`config.mk`:
```
export PLATFORM = sky130hd
export DESIGN_NAME = fbpal_ctrl
export DESIGN_NICKNAME = d
export VERILOG_FILES = /design/src/sv/fbpal_pkg.sv /design/src/sv/fbpal_ctrl.sv
export SDC_FILE = /design/constraint.sdc
export NUM_CORES = 1
export LEC_CHECK = 0
export BUFFER_PORTS_ARGS = -buffer_cell sky130_fd_sc_hd__buf_2
export CORE_AREA = 2 2 39 41
export DETAILED_ROUTE_END_ITERATION = 8
export DIE_AREA = 0 0 41 43
export GPL_TIMING_DRIVEN = 0
export SYNTH_ARGS = -nofsm -noshare
export SYNTH_HDL_FRONTEND = slang
export SYNTH_SLANG_ARGS = --single-unit
```
`constraint.sdc`:
```
create_clock -name aclk -period 2.28 [get_ports aclk]
set_input_delay 0.228 -clock aclk [delete_from_list [all_inputs] [get_ports aclk]]
set_output_delay 0.228 -clock aclk [all_outputs]
set_load 0.1 [all_outputs]
```
`src/sv/fbpal_pkg.sv`:
```
// Shared types and constants for the packed 4bpp framebuffer with palette.
`default_nettype none

package fbpal_pkg;

    localparam int WIDTH_PIXELS = 640;
    localparam int HEIGHT_LINES = 480;
    localparam int NUM_COLOURS  = 16;

    localparam int LINE_BYTES  = WIDTH_PIXELS / 2;
    localparam int STORE_BYTES = WIDTH_PIXELS * HEIGHT_LINES / 2;
    localparam int ADDR_W      = $clog2(STORE_BYTES);
    localparam int IDX_W       = $clog2(LINE_BYTES * 512 + 512 + 4);
    localparam int CNT_W       = $clog2(LINE_BYTES + 1);
    localparam int GLYPH_BYTES = 4;
    localparam int PAL_W       = $clog2(NUM_COLOURS);

    localparam int S_TDATA_W = 64;
    localparam int M_TDATA_W = 32;

    typedef enum logic [2:0] {
        FUNC_PLOT  = 3'd0,
        FUNC_GLYPH = 3'd1,
        FUNC_PAL   = 3'd2,
        FUNC_CLEAR = 3'd3,
        FUNC_READ  = 3'd4
    } func_t;

    typedef enum logic [2:0] {
        ST_IDLE,
        ST_ADDR,
        ST_READ,
        ST_WRITE,
        ST_PAL,
        ST_OUT
    } state_t;

    typedef struct packed {
        logic load;
        logic start;
        logic mem_wr;
        logic advance;
        logic pal_rd;
        logic pal_wr;
    } cmd_t;

    typedef struct packed {
        func_t func;
        logic  rmw;
        logic  last;
        logic  clr_skip;
    } status_t;

endpackage

`default_nettype wire

```
`src/sv/fbpal_ctrl.sv`:
```
// Controller state machine sequencing plot, glyph, palette, clear and read items.
`default_nettype none

module fbpal_ctrl
    import fbpal_pkg::*;
(
    input  wire logic    aclk,
    input  wire logic    aresetn,
    input  wire logic    s_tvalid,
    output logic         s_tready,
    output logic         m_tvalid,
    input  wire logic    m_tready,
    input  wire status_t status,
    output cmd_t         cmd
);

    state_t state_reg;
    state_t state_next;

    always_ff @(posedge aclk) begin
        if (!aresetn) begin
            state_reg <= ST_IDLE;
        end else begin
            state_reg <= state_next;
        end
    end

    always_comb begin
        state_next = state_reg;
        cmd        = '0;
        s_tready   = 1'b0;
        m_tvalid   = 1'b0;
        case (state_reg)
            ST_IDLE: begin
                s_tready = 1'b1;
                if (s_tvalid) begin
                    cmd.load   = 1'b1;
                    state_next = ST_ADDR;
                end
            end
            ST_ADDR: begin
                cmd.start = 1'b1;
                case (status.func)
                    FUNC_PLOT: state_next = ST_READ;
                    FUNC_GLYPH: state_next = status.rmw ? ST_READ : ST_WRITE;
                    FUNC_PAL: begin
                        cmd.pal_wr = 1'b1;
                        state_next = ST_IDLE;
                    end
                    FUNC_CLEAR: state_next = status.clr_skip ? ST_IDLE : ST_WRITE;
                    FUNC_READ: state_next = ST_READ;
                    default: state_next = ST_IDLE;
                endcase
            end
            ST_READ: begin
                state_next = (status.func == FUNC_READ) ? ST_PAL : ST_WRITE;
            end
            ST_WRITE: begin
                cmd.mem_wr  = 1'b1;
                cmd.advance = 1'b1;
                if (status.last) begin
                    state_next = ST_IDLE;
                end else if (status.rmw) begin
                    state_next = ST_READ;
                end else begin
                    state_next = ST_WRITE;
                end
            end
            ST_PAL: begin
                cmd.pal_rd = 1'b1;
                state_next = ST_OUT;
            end
            ST_OUT: begin
                m_tvalid = 1'b1;
                if (m_tready) begin
                    state_next = ST_IDLE;
                end
            end
            default: state_next = ST_IDLE;
        endcase
    end

endmodule

`default_nettype wire

```
======== After elaboration in Yosys (flattened, before gate mapping) ========
Index checks and enable logic that the tools add are counted.
word-level totals
  flip-flop bits (word level) ............. 3
  latch bits .............................. 0
  bits in writable memories ............... 0
  memory bits (read-only) ................. 0
  input port bits ......................... 10
  output and inout port bits .............. 8
  word-level logic and storage cells ...... 33
  memories kept ........................... 0
operators by class
  add/subtract/negate cells ............... 0
  $mul .................................... 0
  divide/modulo/power cells ............... 0
  $lt $le $gt $ge ......................... 0
  equality and inequality tests ........... 11
  shifts and indexed selects .............. 0
  multiplexer cells ....................... 17
  bitwise logic cells ..................... 0
  reduce and logical (&&, ||, !) cells .... 4
operator list
  cell                                                                    count
  3-bit one-hot mux with 6 select lines                                   1
  3-bit by 2-bit equality test with 1-bit output (second input constant)  4
  3-bit two-way mux                                                       4
  3-bit equality test (second input constant)                             3
  1-bit two-way mux                                                       9
  3-bit by 1-bit equality test with 1-bit output (second input constant)  2
  3-bit logical NOT                                                       2
  2-bit one-hot mux with 3 select lines                                   1
  2-bit two-way mux                                                       2
  2-bit != test (second input constant)                                   2
  2-bit AND reduction                                                     1
  2-bit OR reduction                                                      1

======== Depth between registers and ports, before layout ========
Gate-level depths: netlist of the first run.
  depth in word-level cells ............... 4
  depth in mapped cells ................... 5
  mapped depth without buffers ............ 4

======== Worst setup path before layout of the first run ========
No wires, ideal clock.
  path type ............................... reg2out
  from .................................... reg state_reg[2]
  to ...................................... out cmd[5] (netlist bit)
  data arrival time ....................... 3.476 ns
  required time ........................... 2.052 ns
  slack ................................... -1.424 ns
  stages on the path, launching flop included .. 3
  path buffers ............................ 0
  path through ............................ dfxtp_1 -> nor3_1 -> and2_1
RTL lines
  what                    line              text
  from (decl)             fbpal_ctrl.sv:17  state_t state_reg;
  from (signal assigned)  fbpal_ctrl.sv:24  state_reg <= state_next;
  to (decl)               fbpal_ctrl.sv:14  output cmd_t cmd

==> results.cfg, run 1 <==
[critical_path]
path_class = reg2out
critPathBufInv = 3
cp_top_family = buffers and inverters
worst-endpoint-arrival_ns = 1.74
slowest_stage = clkbuf_1
end_kind = primary output
required_ns = 2.05
critical_path.max_stage_delay_ns = 0.41
startpoint_type = flop
worstPathCellList = clkbuf_1 > and3_1 > buf_4 > buf_2
cp_max_fo = 10

[pwr]
netSwitchingFraction_pct = 56.0
p_leak_nw = 0.205
p_sw_uw = 225
power.density_nw_per_um2 = 924
combPwrFrac_pct = 59.8
power_uw = 402
p_int_uw = 177
ir_worst_vdd_v = 0.000299
pwr-share-seq_pct = 17.5
p_clk_share_pct = 22.7

[synthesis]
yosys_register_bits = 3
synth_edf_count = 0
ys.warnings.count = 0
syn_area_per_cell_um2 = 6.96
synth_area_um2 = 285
synth_nets = 51
synth-seq-area-share_pct = 21.1
synth-main-ff-cell = dfxtp_1
synthCells = 41
postSynth.asyncResetShare_pct = 0
synth.distinct_cells = 25

[placement]
dp_slack_ns = 0.550
placed_area_um2 = 409
dp.cells = 74
finalWeightedCongestion = 0.718
portBuffers = 17

[final_layout]
fillers = 164
seq_area_um2 = 60.1
area_growth_pct = 52.6
nNetsFinal = 73
layout_commonest_cell = buf_2
mostFrequentLayoutCells = 18 x buf_2, 5 x nand2_1
final_cell_area_um2 = 435
largest_register_ffs = 3
multiInputGateArea_um2 = 220
drive_gt1_share_pct = 45.2
final_util_pct = 31.5
n_antenna_cell = 0
stdcell_count = 78

[clock_tree]
cts.clk_slew.worst_paths_ns = 0.04
clock_latency_ns = 0.23
clock-root-buffer = clkbuf_4
cts_num_sinks = 3
cts_buffers = 3
cts_tree = built
clock_path_buffers = 2
hold_buffers = 0
post_cts.repair.setup_buffers = 0
htreeDepth = 1
cts_resized = 0

[detailed_routing]
wl_um = 710
dr.pass1.iters = 2
vias = 356
drc = 0
wl_per_cell_um = 9.10
antenna_left = 0
first_iter_violations = 1
avgViaCountPerCell = 4.56

[global_routing]
busiest_layer = met2
gr-usage-met2_pct = 16.6
met1_usage_pct = 7.69
grt_pass1_wl_um = 1120
met3_usage_pct = 3.66
antenna_found_initial = 0
grt_usage_pct = 9.63
grt.overflow.total = 0
grt_max_degree = 11
grt_pass1_vias = 325

[floorplanning]
die_w_um = 41
rows = 14
start_util_pct = 20.6
dieArea_um2 = 1760
die_y_um = 43
coreArea_um2 = 1380
ios = 18

[sta]
hold_violations = 0
finalSetupViolCount = 0
tightestPinTransition_ns = 0.493
timing.final.ws_setup_ns = 0.310
period_needed_ns = 1.97
maxSlewViolCount = 0
timing.fmax_mhz = 508
fin_skew_ns = 0.000513
rsz0062_at_grt = no
fin_setup_tns_ns = 0
maxSlewHeadroom_pct = 67.2
fin_crit_sh_pct = 86.4
holdWs_ns = 0.277

[outcome]
status = complete, no violations

[flow_run]
maxCapViolCount = 0

[worst_hold_path]
hold_class = in2reg
-- power by group through the flow --
stage | sequential [mW] | combinational, mW | clock (mW)
floorplan | 0.0692 | 0.205 | 0
global placement | 0.0707 | 0.241 | 0
detailed placement | 0.0711 | 0.242 | 0
CTS | 0.0703 | 0.243 | 0.0979
global route | 0.0716 | 0.254 | 0.104
finish | 0.0705 | 0.241 | 0.0914
-- logic make-up (layout without fill, tap and decap cells) --
logic type,count (synthesis),count (layout),share of synthesized area [%]
and+or+nand+nor,21,21,39.0
AOI/OAI and AO/OA,11,11,28.1
buffers and inverters,5,26,8.33
DFF,3,3,21.1
muxes,1,1,3.51
-- final timing paths --
path | from | cells past startpoint | to | slack, ns
worst max-delay path | state_reg[1] | 4 | cmd[3] | 0.31
worst min-delay path | aresetn | 2 | state_reg[2] | 0.28
worst max register to register | state_reg[1] | 5 | state_reg[0] | 0.90
worst min register to register | state_reg[0] | 4 | state_reg[1] | 0.68
-- routing by layer --
metal,up-vias,share of wire [%]
met4,0,0
li1,189,-
met2,5,56
met3,0,4.6
met5,-,0
met1,162,39
-- layout make-up --
type                       instances  area share (%)
sequential                         3            13.8
timing repair buffer              17            19.5
multi-input combinational         33            50.6
tap                               16            4.60
buffer                             3            3.74
clock buffer                       4            6.03
inverter                           2            1.72
-- Yosys cell counts (2+ instances only) --
library cell,instances,area (µm²)
nand2_1,5,18.8
nor2_1,4,15.0
dfxtp_1,3,60.1
o21ai_0,3,15.0
and3_1,2,12.5
inv_1,2,7.51
nand2b_1,2,12.5
nand3_1,2,10.0
nor3_1,2,10.0
No activity file was read; power rests on OpenSTA's default activity.
==> inputs of run 2 (changes only) <==
CELL_PAD_IN_SITES_DETAIL_PLACEMENT = 0   (was unset)
CELL_PAD_IN_SITES_GLOBAL_PLACEMENT = 1   (was unset)
PLACE_DENSITY_LB_ADDON = 0.1   (was unset)
clock period = 1.92 ns   (was 2.28 ns; I/O delays follow)
==> results.cfg, run 2 (synthesis results as in run 1) <==
[final_layout]
stdcell_count = 78
area_growth_pct = 58.3
n_antenna_cell = 0
final_cell_area_um2 = 452
fillers = 158
largest_register_ffs = 3
nNetsFinal = 73
mostFrequentLayoutCells = 18 x buf_2, 5 x nand2_1, 3 x o21ai_0, 3 x clkbuf_4, 3 x dfxtp_1
drive_gt1_share_pct = 51.6
final_util_pct = 32.6
layout_commonest_cell = buf_2

[sta]
maxSlewHeadroom_pct = 67.8
holdWs_ns = 0.247
fin_setup_tns_ns = 0
hold_violations = 0
finalSetupViolCount = 0
fin_crit_sh_pct = 94.7
tightestPinTransition_ns = 0.487
fin_skew_ns = 0.00191
timing.fmax_mhz = 550
timing.final.ws_setup_ns = 0.102
rsz0062_at_grt = no
maxSlewViolCount = 0
period_needed_ns = 1.82

[pwr]
p_sw_uw = 273
power_uw = 488
ir_worst_vdd_v = 0.000479
netSwitchingFraction_pct = 55.8
power.density_nw_per_um2 = 1080
combPwrFrac_pct = 60.1
p_leak_nw = 0.209
p_int_uw = 216
pwr-share-seq_pct = 17.9
p_clk_share_pct = 22.0

[critical_path]
worst-path-stages = 4
worst-endpoint-arrival_ns = 1.63
startpoint = state_reg[1]
worstPathCellList = clkbuf_2 > and3_2 > buf_4 > buf_2
required_ns = 1.73
end_kind = primary output
critPathBufInv = 3
cp_top_family = buffers and inverters
cp_max_fo = 10
path_class = reg2out
worstReg2RegEnd = state_reg[0]
reg2reg_depth = 5
crit_end = cmd[3]
r2r-start = state_reg[1]
startpoint_type = flop
slowest_stage = buf_2
ff2ff_setup_slack_ns = 0.66
critical_path.max_stage_delay_ns = 0.41

[global_routing]
grt_pass1_wl_um = 1210
grt_max_degree = 11
met3_usage_pct = 3.14
grt_pass1_vias = 305
met1_usage_pct = 13.2
gr-usage-met2_pct = 14.4
grt.overflow.total = 0
busiest_layer = met2
grt_usage_pct = 9.95
antenna_found_initial = 0

[placement]
dp_slack_ns = 0.141
dp.cells = 74
placed_area_um2 = 424
portBuffers = 17
finalWeightedCongestion = 0.661
dp_hpwl_um = 669

[clock_tree]
cts_num_sinks = 3
cts.clk_slew.worst_paths_ns = 0.04
hold_buffers = 0
cts_tree = built
cts_buffers = 3
htreeDepth = 1
cts_resized = 1
clock_path_buffers = 2
clock_latency_ns = 0.23
clock-root-buffer = clkbuf_4
post_cts.repair.setup_buffers = 0

[detailed_routing]
dr.pass1.iters = 3
antenna_left = 0
wl_per_cell_um = 10.1
vias = 368
avgViaCountPerCell = 4.72
wl_um = 791
first_iter_violations = 6
drc = 0

[floorplanning]
start_util_pct = 20.6
die_y_um = 43
ios = 18
coreArea_um2 = 1380
rows = 14
die_w_um = 41
dieArea_um2 = 1760

[flow_run]
maxCapViolCount = 0

[worst_hold_path]
hold_class = in2reg

[outcome]
status = complete, no violations
-- run 2: cell count changes in the layout (fill, tap and decap cells not counted) --
cell      change
nor2_2        +1
clkbuf_2      +1
and3_4        +1
nor3_4        +1
and2_2        +1
nor2_1        -1
and3_1        -1
clkbuf_1      -1
nor3_2        -1
and2_1        -1
-- run 2: final cells by class --
| class | count | area (µm²) | share of cell area, % |
|---|---|---|---|
| Sequential cell | 3 | 60.1 | 13.3 |
| Timing Repair Buffer | 17 | 85.1 | 18.8 |
| Multi-Input combinational cell | 33 | 235 | 52.1 |
| Tap cell | 16 | 20.0 | 4.43 |
| Clock buffer | 4 | 26.3 | 5.82 |
| Inverter | 2 | 7.51 | 1.66 |
| Buffer | 3 | 17.5 | 3.88 |
-- run 2: metal layers --
metal  up-vias  share of wire, %
met4         0                 0
met5         -                 0
met2        13                47
li1        190                 -
met3         0                12
met1       165                41
-- run 2: worst min path at each step --
stage / startpoint / end / slack, ns / cells past startpoint
2_1_floorplan: aresetn / state_reg[0] / 0.34 / 2
3_3_place_gp: aresetn / state_reg[2] / 0.49 / 2
3_5_place_dp: aresetn / state_reg[2] / 0.49 / 2
4_1_cts: aresetn / state_reg[2] / 0.24 / 2
5_1_grt: aresetn / state_reg[2] / 0.25 / 2
6_report: aresetn / state_reg[2] / 0.25 / 2
-- run 2: power by group through the flow --
stage	logic [mW]	clock network, mW	registers, mW
after floorplan	0.250	0	0.0855
after global placement	0.298	0	0.0883
after detailed placement	0.296	0	0.0881
after CTS	0.297	0.115	0.0871
after global routing	0.311	0.121	0.0883
final	0.294	0.108	0.0873
==> inputs of run 3 (changes only) <==
CORE_AREA = unset   (was 2 2 39 41)
CORE_UTILIZATION = 22   (was unset)
DIE_AREA = unset   (was 0 0 41 43)
clock period = 1.66 ns   (was 1.92 ns; I/O delays follow)
==> results.cfg, run 3 (synthesis results as in run 1) <==
[clock_tree]
cts_tree = built
clock_path_buffers = 2
clock_latency_ns = 0.23
cts.clk_slew.worst_paths_ns = 0.04
htreeDepth = 1
hold_buffers = 0
clock-root-buffer = clkbuf_4
cts_num_sinks = 3
cts_buffers = 3

[critical_path]
required_ns = 1.49
path_class = reg2out
cp_max_fo = 10
worstPathCellList = clkbuf_4 > and3_4 > buf_4 > buf_6
critPathBufInv = 3
cp_top_family = buffers and inverters
ff2ff_setup_slack_ns = 0.45
end_kind = primary output
startpoint_type = flop
critical_path.max_stage_delay_ns = 0.39
slowest_stage = dfxtp_1
worst-endpoint-arrival_ns = 1.39

[placement]
dp_hpwl_um = 597
dp.cells = 72
finalWeightedCongestion = 0.668
portBuffers = 17

[floorplanning]
die_y_um = 38.0
ios = 18
start_util_pct = 24.7
die_w_um = 38.0
dieArea_um2 = 1440
rows = 12
coreArea_um2 = 1160

[sta]
hold_violations = 0
fin_crit_sh_pct = 93.4
maxSlewHeadroom_pct = 68.0
timing.fmax_mhz = 645
fin_setup_tns_ns = 0
fin_skew_ns = 0.00522
rsz0062_at_grt = no
period_needed_ns = 1.55
finalSetupViolCount = 0
maxSlewViolCount = 0
tightestPinTransition_ns = 0.484

[global_routing]
grt_max_degree = 11
grt_pass1_vias = 319
grt.overflow.total = 0
antenna_found_initial = 0
grt_pass1_wl_um = 1260
grt_usage_pct = 12.7

[final_layout]
stdcell_count = 76
nNetsFinal = 73
drive_gt1_share_pct = 53.2
n_antenna_cell = 0
layout_commonest_cell = buf_2
multiInputGateArea_um2 = 245
fillers = 133
mostFrequentLayoutCells = 12 x buf_2, 5 x clkbuf_4, 5 x nand2_1
largest_register_ffs = 3
area_growth_pct = 70.2
seq_area_um2 = 61.3

[detailed_routing]
vias = 359
wl_per_cell_um = 10.2
wl_um = 773
avgViaCountPerCell = 4.72
antenna_left = 0
drc = 0
dr.pass1.iters = 1
first_iter_violations = 0

[worst_hold_path]
hold_class = in2reg

[pwr]
power.density_nw_per_um2 = 1210
power_uw = 587
ir_worst_vdd_v = 0.000553
p_leak_nw = 0.209

[flow_run]
maxCapViolCount = 0

[outcome]
status = complete, no violations
==> run 3: what timing repair did <==
action | 4_1_cts | 5_1_grt
setup buffers | 0 | 0
pin swaps | 0 | 0
resized for setup | 7 | 4
setup endpoints to repair | 5 | 2
==> run 3: metal layers <==
layer	global-route usage, %	vias up	wire length [µm]	share of wire (%)
met2	20.7	10	383	50
met1	14.6	160	346	45
met4	2.68	0	0	0
li1	-	189	-	-
met3	6.98	0	44	5.7
met5	0	-	0	0
==> run 3: worst register-to-register path: stages, from the launching register on <==
cell	delay, ns
dfxtp_1	0.39
clkbuf_4	0.26
nor2_1	0.07
a31oi_1	0.17
o22a_1	0.16
o21ai_1	0.05
==> run 3: report_power, final <==
part / switching, mW / leakage [nW] / total, mW / internal [mW]
clock network: 0.0389 / 0.0150 / 0.129 / 0.0901
registers: 0.0176 / 0.0251 / 0.102 / 0.0845
logic: 0.268 / 0.169 / 0.356 / 0.0883
total: 0.324 / 0.209 / 0.587 / 0.263
==> run 3: layout make-up <==
cell class | instances | area share [%]
multi-input combinational | 33 | 50.5
buffer | 3 | 4.64
inverter | 2 | 1.55
tap | 14 | 3.61
clock buffer | 4 | 5.41
timing repair buffer | 17 | 21.6
sequential | 3 | 12.6
==> run 3: final timing paths <==
kind / start / endpoint / depth (start not counted)
max reg2reg: state_reg[1] / state_reg[0] / 5
min: aresetn / state_reg[2] / 2
max: state_reg[1] / cmd[3] / 4
min reg2reg: state_reg[2] / state_reg[2] / 2
==> run 3: through the flow <==
step / cell area [µm²] / hold slack, ns / setup slack, ns / util [%]
after floorplan: 329 / 0.312 / -0.286 / -
after global routing: 485 / 0.203 / 0.0543 / 42.0
final: 485 / 0.218 / 0.109 / 42.0
after detailed placement: 432 / 0.455 / -0.151 / 37.3
after global placement: 432 / 0.468 / -0.173 / 37.3
after CTS: 474 / 0.220 / 0.0275 / 41.0
